--- config.mk ---
export PLATFORM = sky130hd
export DESIGN_NAME = kct_ctrl
export DESIGN_NICKNAME = d
export VERILOG_FILES = /design/src/design/kct_pkg.sv /design/src/design/kct_ctrl.sv
export SDC_FILE = /design/constraint.sdc
export NUM_CORES = 1
export LEC_CHECK = 0
export ABC_AREA = 1
export BUFFER_PORTS_ARGS = -buffer_cell sky130_fd_sc_hd__buf_2
export CAP_MARGIN = 10
export CORE_MARGIN = 1.5
export CORE_UTILIZATION = 53
export CTS_BUF_LIST = sky130_fd_sc_hd__clkbuf_16
export DETAILED_ROUTE_END_ITERATION = 6
export GPL_ROUTABILITY_DRIVEN = 0
export PLACE_DENSITY = 0.76
export SKIP_CTS_REPAIR_TIMING = 1
export SYNTH_ARGS = -nofsm -noshare
export SYNTH_HDL_FRONTEND = slang
export SYNTH_SLANG_ARGS = --single-unit
--- constraint.sdc ---
create_clock -name clk_i -period 1.7 [get_ports clk_i]
set_input_delay 0.085 -clock clk_i [delete_from_list [all_inputs] [get_ports clk_i]]
set_output_delay 0.085 -clock clk_i [all_outputs]
set_load 0.02 [all_outputs]
--- src/design/kct_pkg.sv ---
// Package for the keyed counter table: request and status codes, field widths,
// and the command and status structs between controller and datapath.
// Depends on nothing; every design file but kct_ram imports it.
package kct_pkg;

  localparam int unsigned TABLE_ENTRIES_DEF = 64;

  localparam int unsigned REQ_W      = 3;
  localparam int unsigned ST_W       = 2;
  localparam int unsigned WORD_W     = 64;
  localparam int unsigned KEY_W      = 5 * WORD_W;
  localparam int unsigned IN_DATA_W  = 6 * WORD_W;
  localparam int unsigned IN_USER_W  = REQ_W;
  localparam int unsigned OUT_DATA_W = WORD_W;
  localparam int unsigned OUT_USER_W = 1 + ST_W;

  localparam logic [REQ_W-1:0] REQ_CREATE    = 3'd0;
  localparam logic [REQ_W-1:0] REQ_REMOVE    = 3'd1;
  localparam logic [REQ_W-1:0] REQ_SET       = 3'd2;
  localparam logic [REQ_W-1:0] REQ_GET       = 3'd3;
  localparam logic [REQ_W-1:0] REQ_FETCH_ADD = 3'd4;

  localparam logic [ST_W-1:0] ST_OK        = 2'd0;
  localparam logic [ST_W-1:0] ST_NOT_FOUND = 2'd1;
  localparam logic [ST_W-1:0] ST_EXISTS    = 2'd2;
  localparam logic [ST_W-1:0] ST_FULL      = 2'd3;

  typedef struct packed {
    logic clear_wr;
    logic load_req;
    logic scan_rd;
    logic decide;
    logic vread;
    logic vdata;
    logic out_load;
  } cmd_t;

  typedef struct packed {
    logic need_val;
    logic out_free;
  } sts_t;

endpackage

--- src/design/kct_ctrl.sv ---
// Controller of the keyed counter table: clearing pass, key scan sequencing,
// value access and result hand-off. Depends on kct_pkg.
module kct_ctrl #(
  parameter int unsigned TABLE_ENTRIES = kct_pkg::TABLE_ENTRIES_DEF,
  localparam int unsigned IDX_W        = $clog2(TABLE_ENTRIES)
) (
  input  logic              clk_i,
  input  logic              rst_ni,
  input  logic              in_valid_i,
  output logic              in_ready_o,
  input  kct_pkg::sts_t     sts_i,
  output kct_pkg::cmd_t     cmd_o,
  output logic [IDX_W-1:0]  addr_o
);
  import kct_pkg::*;

  localparam logic [IDX_W-1:0] LastIdx = IDX_W'(TABLE_ENTRIES - 1);

  typedef enum logic [7:0] {
    S_CLEAR  = 8'b0000_0001,
    S_IDLE   = 8'b0000_0010,
    S_SCAN   = 8'b0000_0100,
    S_FLUSH  = 8'b0000_1000,
    S_DECIDE = 8'b0001_0000,
    S_VREAD  = 8'b0010_0000,
    S_VDATA  = 8'b0100_0000,
    S_DONE   = 8'b1000_0000
  } state_e;

  state_e           state_q, state_d;
  logic [IDX_W-1:0] cnt_q, cnt_d;

  always_comb begin
    state_d    = state_q;
    cnt_d      = cnt_q;
    cmd_o      = '0;
    in_ready_o = 1'b0;
    case (state_q)
      S_CLEAR: begin
        cmd_o.clear_wr = 1'b1;
        if (cnt_q == LastIdx) begin
          cnt_d   = '0;
          state_d = S_IDLE;
        end else begin
          cnt_d = cnt_q + IDX_W'(1);
        end
      end
      S_IDLE: begin
        in_ready_o = 1'b1;
        if (in_valid_i) begin
          cmd_o.load_req = 1'b1;
          cnt_d          = '0;
          state_d        = S_SCAN;
        end
      end
      S_SCAN: begin
        cmd_o.scan_rd = 1'b1;
        if (cnt_q == LastIdx) begin
          cnt_d   = '0;
          state_d = S_FLUSH;
        end else begin
          cnt_d = cnt_q + IDX_W'(1);
        end
      end
      S_FLUSH: begin
        state_d = S_DECIDE;
      end
      S_DECIDE: begin
        cmd_o.decide = 1'b1;
        state_d      = sts_i.need_val ? S_VREAD : S_DONE;
      end
      S_VREAD: begin
        cmd_o.vread = 1'b1;
        state_d     = S_VDATA;
      end
      S_VDATA: begin
        cmd_o.vdata = 1'b1;
        state_d     = S_DONE;
      end
      S_DONE: begin
        if (sts_i.out_free) begin
          cmd_o.out_load = 1'b1;
          state_d        = S_IDLE;
        end
      end
      default: begin
        state_d = S_CLEAR;
        cnt_d   = '0;
      end
    endcase
  end

  assign addr_o = cnt_q;

  always_ff @(posedge clk_i or negedge rst_ni) begin
    if (!rst_ni) begin
      state_q <= S_CLEAR;
      cnt_q   <= '0;
    end else begin
      state_q <= state_d;
      cnt_q   <= cnt_d;
    end
  end

endmodule

After elaboration in Yosys (flattened, before gate mapping) --
Index checks and enable logic that the tools add are counted.
Word-level totals: logic and storage cells 40, output and inout port bits 14, register bits 14, bits of input ports 5
Operators by class: equality and inequality tests 13, multiplexer cells 19, bitwise gates (word level) 1, add/sub/neg operators 1, reductions and logical operators 4
Operator list (count):
- $pmux 8 s8 | 1
- $mux 8 | 5
- $pmux 6 s3 | 1
- $mux 6 | 2
- $mux 1 | 10
- $eq 8x1->1 const B | 1
- $eq 8x2->1 const B | 1
- $eq 8x3->1 const B | 1
- $eq 8x4->1 const B | 1
- $eq 8x5->1 const B | 1
- $eq 8x6->1 const B | 1
- $eq 8x7->1 const B | 1
- $eq 8x8->1 const B | 1
- $ne 2x2->1 const B | 4
- $add 6x1->6 const B | 1
- $eq 6x6->1 const B | 1
- $reduce_or 5->1 | 1
- $reduce_and 4->1 | 1
- $reduce_and 2->1 | 1
- $reduce_or 2->1 | 1
- $not 1->1 | 1

Logic depth before layout (Yosys ltp) --
Gate-level depths: netlist (run 1).
depth after elaboration 4, mapped depth 9, gate-level depth less buffers 9

Worst setup path before layout (run 1) --
No wires, ideal clock.
path type register to register, from reg cnt_q[0], in the netlist addr_o[0], to reg cnt_q[5], in the netlist addr_o[5], cell stages (with the launch flop) 9, slack 0.348 ns, arrival time 1.234 ns, setup time 0.117 ns, period minus slack after synthesis 1.352 ns, required time 1.583 ns, buffers on the path 0, cells stage by stage dfrtp_1 > ha_1 > nand3_2 > nor2_2 > inv_2 > nand2_4 > inv_2 > nand2_1 > nand2_1
Between the ends: longest elaborated chain between the ends 3, elaborated cells between the ends (all ways) 4, classes of those cells add/sub: 1; eq/ne: 1; mux: 2
RTL lines:
- start: declaration | RTL line kct_ctrl.sv:31 | logic [IDX_W-1:0] cnt_q, cnt_d;
- start signal: assignment | RTL line kct_ctrl.sv:101 | cnt_q <= cnt_d;
- $add 6x1->6 or $eq 6x6->1 (tied branches)
- $mux 6 (*) | RTL line kct_ctrl.sv:41, kct_ctrl.sv:58
- $pmux 6 s3 (*) | RTL line kct_ctrl.sv:38 | case (state_q)
Every way passes the cells marked *; elsewhere a longest branch is shown, timed or not. A chain may end at the register's enable or synchronous reset.

==> reports/metrics.yaml, run 1 <==
status: "completed"
r2r_setup_slack_ps: 340
finalSetupViolCount: 0
arrival_ps: 1440
synth-seq-area-share_pct: 37.5
met2_usage_pct: 38.9
synth_fa_ha_area_share_pct: 1.34
fin_nets: 152
yosys.area.top_type_share_pct: 34.7
hold_viol_final: 0
synth-xor-area-share_pct: 1.87
synth_compound_area_share_pct: 3.34
wl_per_cell_um: 11.6
slew_violations: 0
use_met1_pct: 28.3
fin_tns_setup_ps: 0
cts.root.buffer_cell: "clkbuf_16"
worstSkewPairLatency_ps: 240
diodes: 0
synthFlopType: "dfrtp_1"
dp_cells: 157
maxCapViolCount: 0
ios: 19
use_met3_pct: 3.60
worstPathRequired_ps: 1620
detail-route-antenna-nets: 0
cts_tree: "built"
dr.pass1.iters: 4
initial_core_util_pct: 55.5
ys_warn_count: 0
synth_top_area_cell: "dfrtp_1"
grt_max_degree: 15
cts_buffers: 3
fmax_ghz: 0.656
grt_pass1_vias: 750
endpoint_kind: "output pin"
synth_fp_nets: 128
cp_max_fo: 5
avgSynthCellArea_um2: 7.68
area_growth_pct: 21.4
cts_sinks: 14
viasPerCell: 4.98
final_common_cell: "nand2_1"
port_buffers: 18
fin_crit_ps: 1520
die-area_um2: 2030
relSlewSlack_pct: 79.0
synth_top_family_by_area: "simple AND/OR/NAND/NOR gates"
antenna_found_initial: 0
skew_ps: 3.07
grt.total_usage_pct: 22.4
rows: 15
nFillCells: 151
core_area_um2: 1690
synthesis.area_um2: 937
ir_drop_uv: 617
tightest_slew_ps: 316
critPathKind: "register to output pin"
drive_gt1_share_pct: 40.0
synth_cells: 122
yosys.cell_types.count: 23
drtIter0Drc: 4
htree_levels: 1
synth_mux_area_share_pct: 0
grt-ovfl-total: 0
die_w_um: 45.1
clk_pin_slew_ps: 50
p_leak_nw: 0.680
finalCritPeriodShare_pct: 89.7
p_per_area_nw_per_um2: 696
wirelength_um: 1880
ys_ff_latch: 14
rsz0062_at_grt: "no"
vias: 806
clk_path_buf_depth: 2
hpwl_um: 1500
final_cell_count_no_fill: 162
ys_async_sr_fraction_pct: 100
hp-class: "input port to register"
synth_edf_count: 0
ys_top_cells_by_area: "dfrtp_1 (35%), nand2_1 (12%), inv_1 (6.4%)"
grt_busiest_layer: "met2"
die_height_um: 45.1
grt_pass1_wl_um: 3260
layout.cells.most_common_list: "nand2_1 (30), buf_2 (18), inv_1 (17)"
route.detailed.drc: 0
yosys.area_share.simple_pct: 46.5
worstSetupStartpointType: "register"
[kinds of logic (layout without fill, tap and decap cells)]
kind of cell,after synthesis,count (layout)
AOI/OAI and AO/OA,4,4
xor gates and xnor gates,2,2
adders and majority gates,1,1
buffers and inverters,23,46
DFF,14,14
and+or+nand+nor,78,78
[worst max-delay path: stages, from the launching register on]
cell     delay (ps)
dfrtp_1         390
nor2_1          180
nand2_1         120
nor2_4          160
inv_1            90
nor2_1           80
buf_2           160
[final cells by class]
| cell class | instances | area (um2) | area share, % |
|---|---|---|---|
| clock buffer | 3 | 75.1 | 6.60 |
| clock inverter | 1 | 3.75 | 0.330 |
| inverter | 23 | 88.8 | 7.81 |
| multi-input combinational | 85 | 497 | 43.7 |
| sequential | 14 | 352 | 30.9 |
| tap | 17 | 21.3 | 1.87 |
| timing repair buffer | 19 | 100 | 8.80 |
[cells in the mapped netlist, types with 2 or more instances]
cell and n:
nand2_1 30, nand3_1 3, xor2_1 2, dfrtp_1 13, nor2_4 3, inv_2 6, nand3_2 3, nor2_1 15
nor2_2 5, nand2_4 5, nand4_1 2, inv_1 16, nand2_2 9
[path summary, 6_finish.rpt]
kind / from / end / cells past startpoint
worst max-delay path: state_q[3]$_DFFE_PN0P_ / cmd_o[5] / 6
max in group asynchronous: rst_ni / state_q[0]$_DFFE_PN1P_ / 2
worst max register to register: addr_o[0]$_DFFE_PN0P_ / addr_o[1]$_DFFE_PN0P_ / 8
worst min-delay path: sts_i[1] / state_q[5]$_DFFE_PN0P_ / 3
worst min register to register: addr_o[4]$_DFFE_PN0P_ / addr_o[4]$_DFFE_PN0P_ / 2
min in group asynchronous: rst_ni / state_q[1]$_DFFE_PN0P_ / 2
[state kept, by name, summed over array words and instances, names as in the netlist]
signal   count
addr_o       6
state_q      8
[power by group]
part / internal, mW / switching (mW)
clock: 0.310 / 0.130
sequential: 0.334 / 0
combinational: 0.00528 / 0.0110
total: 0.650 / 0.141
[stage by stage]
step | power, mW | instance area [um2] | setup WS [ps] | hold slack (ps) | util, %
finish | 0.791 | 1140 | 176 | 79.5 | 67.3
global route | 0.807 | 1140 | 94.5 | 104 | 67.3
CTS | 0.791 | 1130 | 181 | -260 | 66.7
detailed placement | 0.354 | 1050 | 347 | -3.70 | 62.1
global placement | 0.354 | 1050 | 392 | -4.49 | 62.1
floorplan | 0.342 | 937 | 348 | -211 | -
[metal layers]
| layer | wire length, um | vias to the layer above | part of all wire (%) |
|---|---|---|---|
| met4 | 23 | 0 | 1.2 |
| li1 | - | 414 | - |
| met3 | 37 | 4 | 2.0 |
| met2 | 977 | 11 | 52 |
| met5 | 0 | - | 0 |
| met1 | 842 | 377 | 45 |
Power figures use the tool's default switching activity.
==> inputs of run 2 (changes only) <==
CORE_MARGIN = not set   (was 1.5)
CORE_UTILIZATION = 48   (was 53)
PLACE_DENSITY = 0.73   (was 0.76)
clock period = 1.2 ns   (was 1.7 ns; I/O delays follow)
==> run 2 against run 1 <==
Sequential power rose by 42%. Combinational power rose by 53%. Clock-buffer cell count did not move. First-iteration DRC count rose to 6.0 times the previous value. Core utilization rose by 15 points. The run now ends with negative setup slack left. Die area rose by 5.1%. Total power rose by 43%. Wire length rose by 35%. Design area rose by 29%. Non-clock buffer count rose by 21. Sequential share of layout area fell by 6.7 points.
==> reports/metrics.yaml, run 2 (synthesis gave the netlist of run 1 again) <==
status: "complete, but fails checks"
violations: "negative setup slack"
r2r_start: "state_q[1]$_DFFE_PN0P_"
area.sequential_um2: 354  # +0.71%
core_area_um2: 1780  # +5.6%
maxCapViolCount: 0  # unchanged
grt-ovfl-total: 0  # unchanged
finalSetupViolCount: 18  # +18
met1_length_um: 1120  # +33%
hpwl_um: 1640  # +9.7%
final_util_pct: 82.1  # +15 points
crit_family: "simple AND/OR/NAND/NOR gates"
grt_pass1_wl_um: 3330  # +2.1%
cpPeakStageDelay_ps: 390  # about the same
antenna_found_initial: 0  # unchanged
dr_wl_met2_um: 1320  # +36%
rr_endpoint: "state_q[1]$_DFFE_PN0P_"
route.detailed.drc: 0  # unchanged
ir_drop_uv: 770  # +25%
detail-route-antenna-nets: 0  # unchanged
slew_violations: 0  # unchanged
htree_levels: 1  # unchanged
worstSkewPairLatency_ps: 240  # about the same
fin_nets: 173  # +14%
wl_met3_um: 42  # +14%
rows: 15  # unchanged
crit_start: "state_q[1]$_DFFE_PN0P_"
port_buffers: 18  # unchanged
highest_layer: "met4"
arrival_ps: 1440  # about the same
cts_buffers: 3  # unchanged
hp-class: "input port to register"
min_to: "state_q[5]$_DFFE_PN0P_"
clk_path_buf_depth: 2  # unchanged
cp_max_fo: 5  # unchanged
dr.pass1.iters: 6  # +2
grt.total_usage_pct: 22.8  # +0.43 points
die-area_um2: 2130  # +5.1%
rr_worst_depth: 10  # +2
min-delay-start: "sts_i[1]"
layout.cells.most_common_list: "nand2_1 (22), nand2_2 (17), buf_4 (16)"
relSlewSlack_pct: 78.5  # -0.42 points
grt_max_degree: 15  # unchanged
fin_crit_ps: 1500
clk_pin_slew_ps: 50  # about the same
final_cell_count_no_fill: 191  # +18%
fmax_ghz: 0.666
tightest_slew_ps: 322  # +6.31 ps
rsz0062_at_grt: "yes"
fin_total_pwr_mw: 1.13  # +43%
p_per_area_nw_per_um2: 771  # +11%
path_buf_inv: 3  # +1
ios: 19  # unchanged
die_height_um: 46.2  # +2.5%
critPathKind: "register to output pin"
fin_tns_setup_ps: -3640  # -3640 ps
postPlaceCellArea_um2: 1160  # +11%
vias: 923  # +15%
wirelength_um: 2540  # +35%
worstSetupStartpointType: "register"
largest_reg_flops: 8  # unchanged
die_w_um: 46.2  # +2.5%
dp_slack_ps: -113  # -460 ps
critPathSlowestCell: "dfrtp_1"
skew_ps: 3.08  # +0.0140 ps
dp_cells: 176  # +12%
cts_sinks: 14  # unchanged
finalCritPeriodShare_pct: 125
multi_input_area_um2: 584  # +18%
r2r_setup_slack_ps: -230  # -570 ps
hold_path_depth: 3  # unchanged
cts_tree: "built"
drive_gt1_share_pct: 63.3  # +23 points
p_leak_nw: 0.781  # +15%
design_area_um2: 1460  # +29%
final_common_cell: "nand2_1"
fin_worst_hold_slack_ps: 42.9  # -36.6 ps
cts.root.buffer_cell: "clkbuf_16"
largest_register: "state_q"
grt_pass1_vias: 820  # +9.3%
worstPathRequired_ps: 1140  # -480 ps
drtIter0Drc: 24  # +20
hold_viol_final: 0  # unchanged
worst_slack_ps: -301  # -477 ps
endpoint_kind: "output pin"
viasPerCell: 4.83  # -2.9%
initial_core_util_pct: 52.6  # -2.9 points
wl_per_cell_um: 13.3  # +15%
diodes: 0  # unchanged
area_growth_pct: 56.2
crit_chain: "inv_2, nand2_2, nor2_4, nand2_2, buf_6, nor2_4, buf_6"
nFillCells: 111  # -26%
[run 2: final cells by class]
cell class / count / share of cell area [%]
Clock buffer: 3 / 5.13
Tap cell: 25 / 2.14
Timing Repair Buffer: 40 / 22.3
Sequential cell: 14 / 24.2
Clock inverter: 1 / 0.256
Inverter: 23 / 6.07
Multi-Input combinational cell: 85 / 39.9
[run 2: metal layers]
metal | GRT usage (%) | vias to the layer above
li1 | - | 457
met5 | 0 | -
met2 | 42.5 | 14
met4 | 10.6 | 0
met1 | 24.7 | 446
met3 | 3.53 | 6
[run 2: tightest hold or removal path, stage by stage]
cell	delay [ps]
buf_2	110
inv_1	50
nor2_1	40
[run 2: worst max-delay path by stage]
stage                     slack [ps]                    end  cells past startpoint
final                           -300               cmd_o[0]                      7
after global routing            -350               cmd_o[0]                      7
after CTS                       -340               cmd_o[0]                      7
after detailed placement        -110  addr_o[5]$_DFFE_PN0P_                      8
after global placement           -70  addr_o[1]$_DFFE_PN0P_                      9
after floorplan                  -30  addr_o[3]$_DFFE_PN0P_                      9
[run 2: where the power goes]
| part | total (mW) | internal (mW) | leakage, nW | switching (mW) |
|---|---|---|---|---|
| logic | 0.0250 | 0.00759 | 0.563 | 0.0174 |
| clock network | 0.631 | 0.440 | 0.0385 | 0.190 |
| registers | 0.473 | 0.473 | 0.179 | 0 |
==> inputs of run 3 (changes only) <==
CORE_UTILIZATION = 45   (was 48)
PLACE_DENSITY = 0.69   (was 0.73)
==> run 3 against run 2 <==
The run still ends with negative setup slack left. Clock power fell by 0.6%. Global-route usage fell by 3.0 points. Sequential share of layout area rose by 0.48 points. Clock skew rose by 2.8 ps. Wire length fell by 8.9%. Combinational power fell by 2%. Non-clock buffer count fell by 3. Critical endpoint is now cmd_o[1]. Largest power group unchanged. Highest routed layer unchanged.
==> reports/metrics.yaml, run 3 (synthesis gave the netlist of run 1 again) <==
status: "complete, but fails checks"
violations: "negative setup slack"
design_area_um2: 1440  # -2.0%
route.detailed.drc: 0  # unchanged
drive_gt1_share_pct: 61.3  # -1.9 points
switching_share_pct: 18.1  # -0.25 points
cts.root.buffer_cell: "clkbuf_16"
wirelength_um: 2320  # -8.9%
drtIter0Drc: 11  # -54%
grt_pass1_vias: 746  # -9.0%
core_area_um2: 1960  # +10%
p_per_area_nw_per_um2: 784  # +1.6%
grt-ovfl-total: 0  # unchanged
p_leak_nw: 0.768  # -1.7%
rsz0062_at_grt: "yes"
maxCapViolCount: 0  # unchanged
cpPeakStageDelay_ps: 400  # about the same
die_w_um: 47.6  # +3.1%
slew_violations: 0  # unchanged
clk_pin_slew_ps: 50  # about the same
power.net_switching_mw: 0.204  # -1.7%
dp_cells: 179  # +1.7%
fin_total_pwr_mw: 1.13  # -0.37%
htree_levels: 1  # unchanged
die-area_um2: 2270  # +6.4%
worst_slack_ps: -257  # +44.9 ps
hp-class: "input port to register"
cp_max_fo: 5  # unchanged
hold_viol_final: 0  # unchanged
final_cell_count_no_fill: 190  # -0.52%
largest_register: "state_q"
ios: 19  # unchanged
tightest_slew_ps: 330  # +7.50 ps
hpwl_um: 1630  # -0.71%
arrival_ps: 1400  # -40 ps
finalSetupViolCount: 17  # -1
grt.total_usage_pct: 19.8  # -3.0 points
ir_drop_uv: 599  # -22%
viasPerCell: 4.69  # -2.8%
critPathSlowestCell: "dfrtp_1"
largest_reg_flops: 8  # unchanged
antenna_found_initial: 0  # unchanged
initial_core_util_pct: 47.8  # -4.8 points
crit_chain: "inv_2, nand2_2, nor2_4, nand2_2, buf_6, inv_2, buf_6"
endpoint_kind: "output pin"
rows: 16  # +1
skew_ps: 5.89  # +2.81 ps
cts_sinks: 14  # unchanged
dp_slack_ps: -87.4  # +26.0 ps
area_growth_pct: 53.1
postPlaceCellArea_um2: 1170  # +0.86%
fin_crit_ps: 1460  # -44.9 ps
worstSkewPairLatency_ps: 240  # about the same
layout.cells.most_common_list: "nand2_1 (23), nand2_2 (15), buf_6 (15)"
cts_tree: "built"
fin_tns_setup_ps: -3210  # +424 ps
clk_path_buf_depth: 2  # unchanged
fin_nets: 170  # -1.7%
finalCritPeriodShare_pct: 121  # -3.7 points
detail-route-antenna-nets: 0  # unchanged
final_common_cell: "nand2_1"
relSlewSlack_pct: 78.0  # -0.50 points
port_buffers: 18  # unchanged
grt_max_degree: 15  # unchanged
worstSetupStartpointType: "register"
grt_pass1_wl_um: 3000  # -9.9%
fmax_ghz: 0.687  # +3.1%
fin_worst_hold_slack_ps: 34.2  # -8.68 ps
worstPathRequired_ps: 1140  # about the same
p_comb_share_pct: 2.2  # about the same
nFillCells: 170  # +53%
cts_buffers: 3  # unchanged
pwr-share-clk_pct: 55.7  # -0.2 points
vias: 892  # -3.4%
wl_per_cell_um: 12.2  # -8.4%
die_height_um: 47.6  # +3.1%
final_util_pct: 73.2  # -9.0 points
critPathKind: "register to output pin"
dr.pass1.iters: 4  # -2
pwr-share-seq_pct: 42.1  # +0.2 points
internal_power_mw: 0.921  # about the same
diodes: 0  # unchanged
==> run 3: cell types whose count changed in the layout (fill, tap and decap cells not counted), sizes merged <==
cell    previous run  this run
buf               39        36
clkinv             1         0
inv               23        24
==> run 3: final cells by class <==
class / count / area (um2) / area share, %
flip-flops and latches: 14 / 354 / 24.7
inverters: 23 / 91.3 / 6.36
repair buffers: 37 / 312 / 21.7
well taps: 27 / 33.8 / 2.35
multi-input cells: 85 / 566 / 39.4
clock inverters: 1 / 3.75 / 0.262
clock buffers: 3 / 75.1 / 5.23
==> run 3: worst max-delay path: cells and delay by family (launching register included) <==
| kind | cells | cell delay, ps |
|---|---|---|
| and+or+nand+nor | 3 | 400 |
| DFF | 1 | 400 |
| buffers and inverters | 4 | 350 |
==> run 3: per-layer routing <==
metal	share of wire [%]	up-vias	GRT usage [%]	wire length, um
met5	0	-	0	0
li1	-	448	-	-
met4	1.4	0	10.0	33
met2	54	14	35.1	1250
met3	2.3	5	3.40	53
met1	42	425	23.0	980
==> run 3: final timing paths <==
| check | slack (ps) | to | startpoint | depth (start not counted) |
|---|---|---|---|---|
| worst max-delay path | -260 | cmd_o[1] | state_q[1]$_DFFE_PN0P_ | 7 |
| worst min-delay path | 30 | state_q[5]$_DFFE_PN0P_ | sts_i[1] | 3 |
| min in group asynchronous | 240 | state_q[4]$_DFFE_PN0P_ | rst_ni | 2 |
| max in group asynchronous | 660 | state_q[0]$_DFFE_PN1P_ | rst_ni | 2 |
| worst min register to register | 540 | addr_o[4]$_DFFE_PN0P_ | addr_o[4]$_DFFE_PN0P_ | 2 |
| worst max register to register | -200 | addr_o[3]$_DFFE_PN0P_ | state_q[0]$_DFFE_PN1P_ | 10 |
==> run 3: power by group through the flow <==
stage / Clock [mW] / Sequential, mW / Combinational, mW
4_1_cts: 0.637 / 0.473 / 0.0211
6_report: 0.627 / 0.474 / 0.0246
5_1_grt: 0.661 / 0.473 / 0.0287
3_3_place_gp: 0 / 0.481 / 0.0206
3_5_place_dp: 0 / 0.481 / 0.0214
2_1_floorplan: 0 / 0.481 / 0.00414
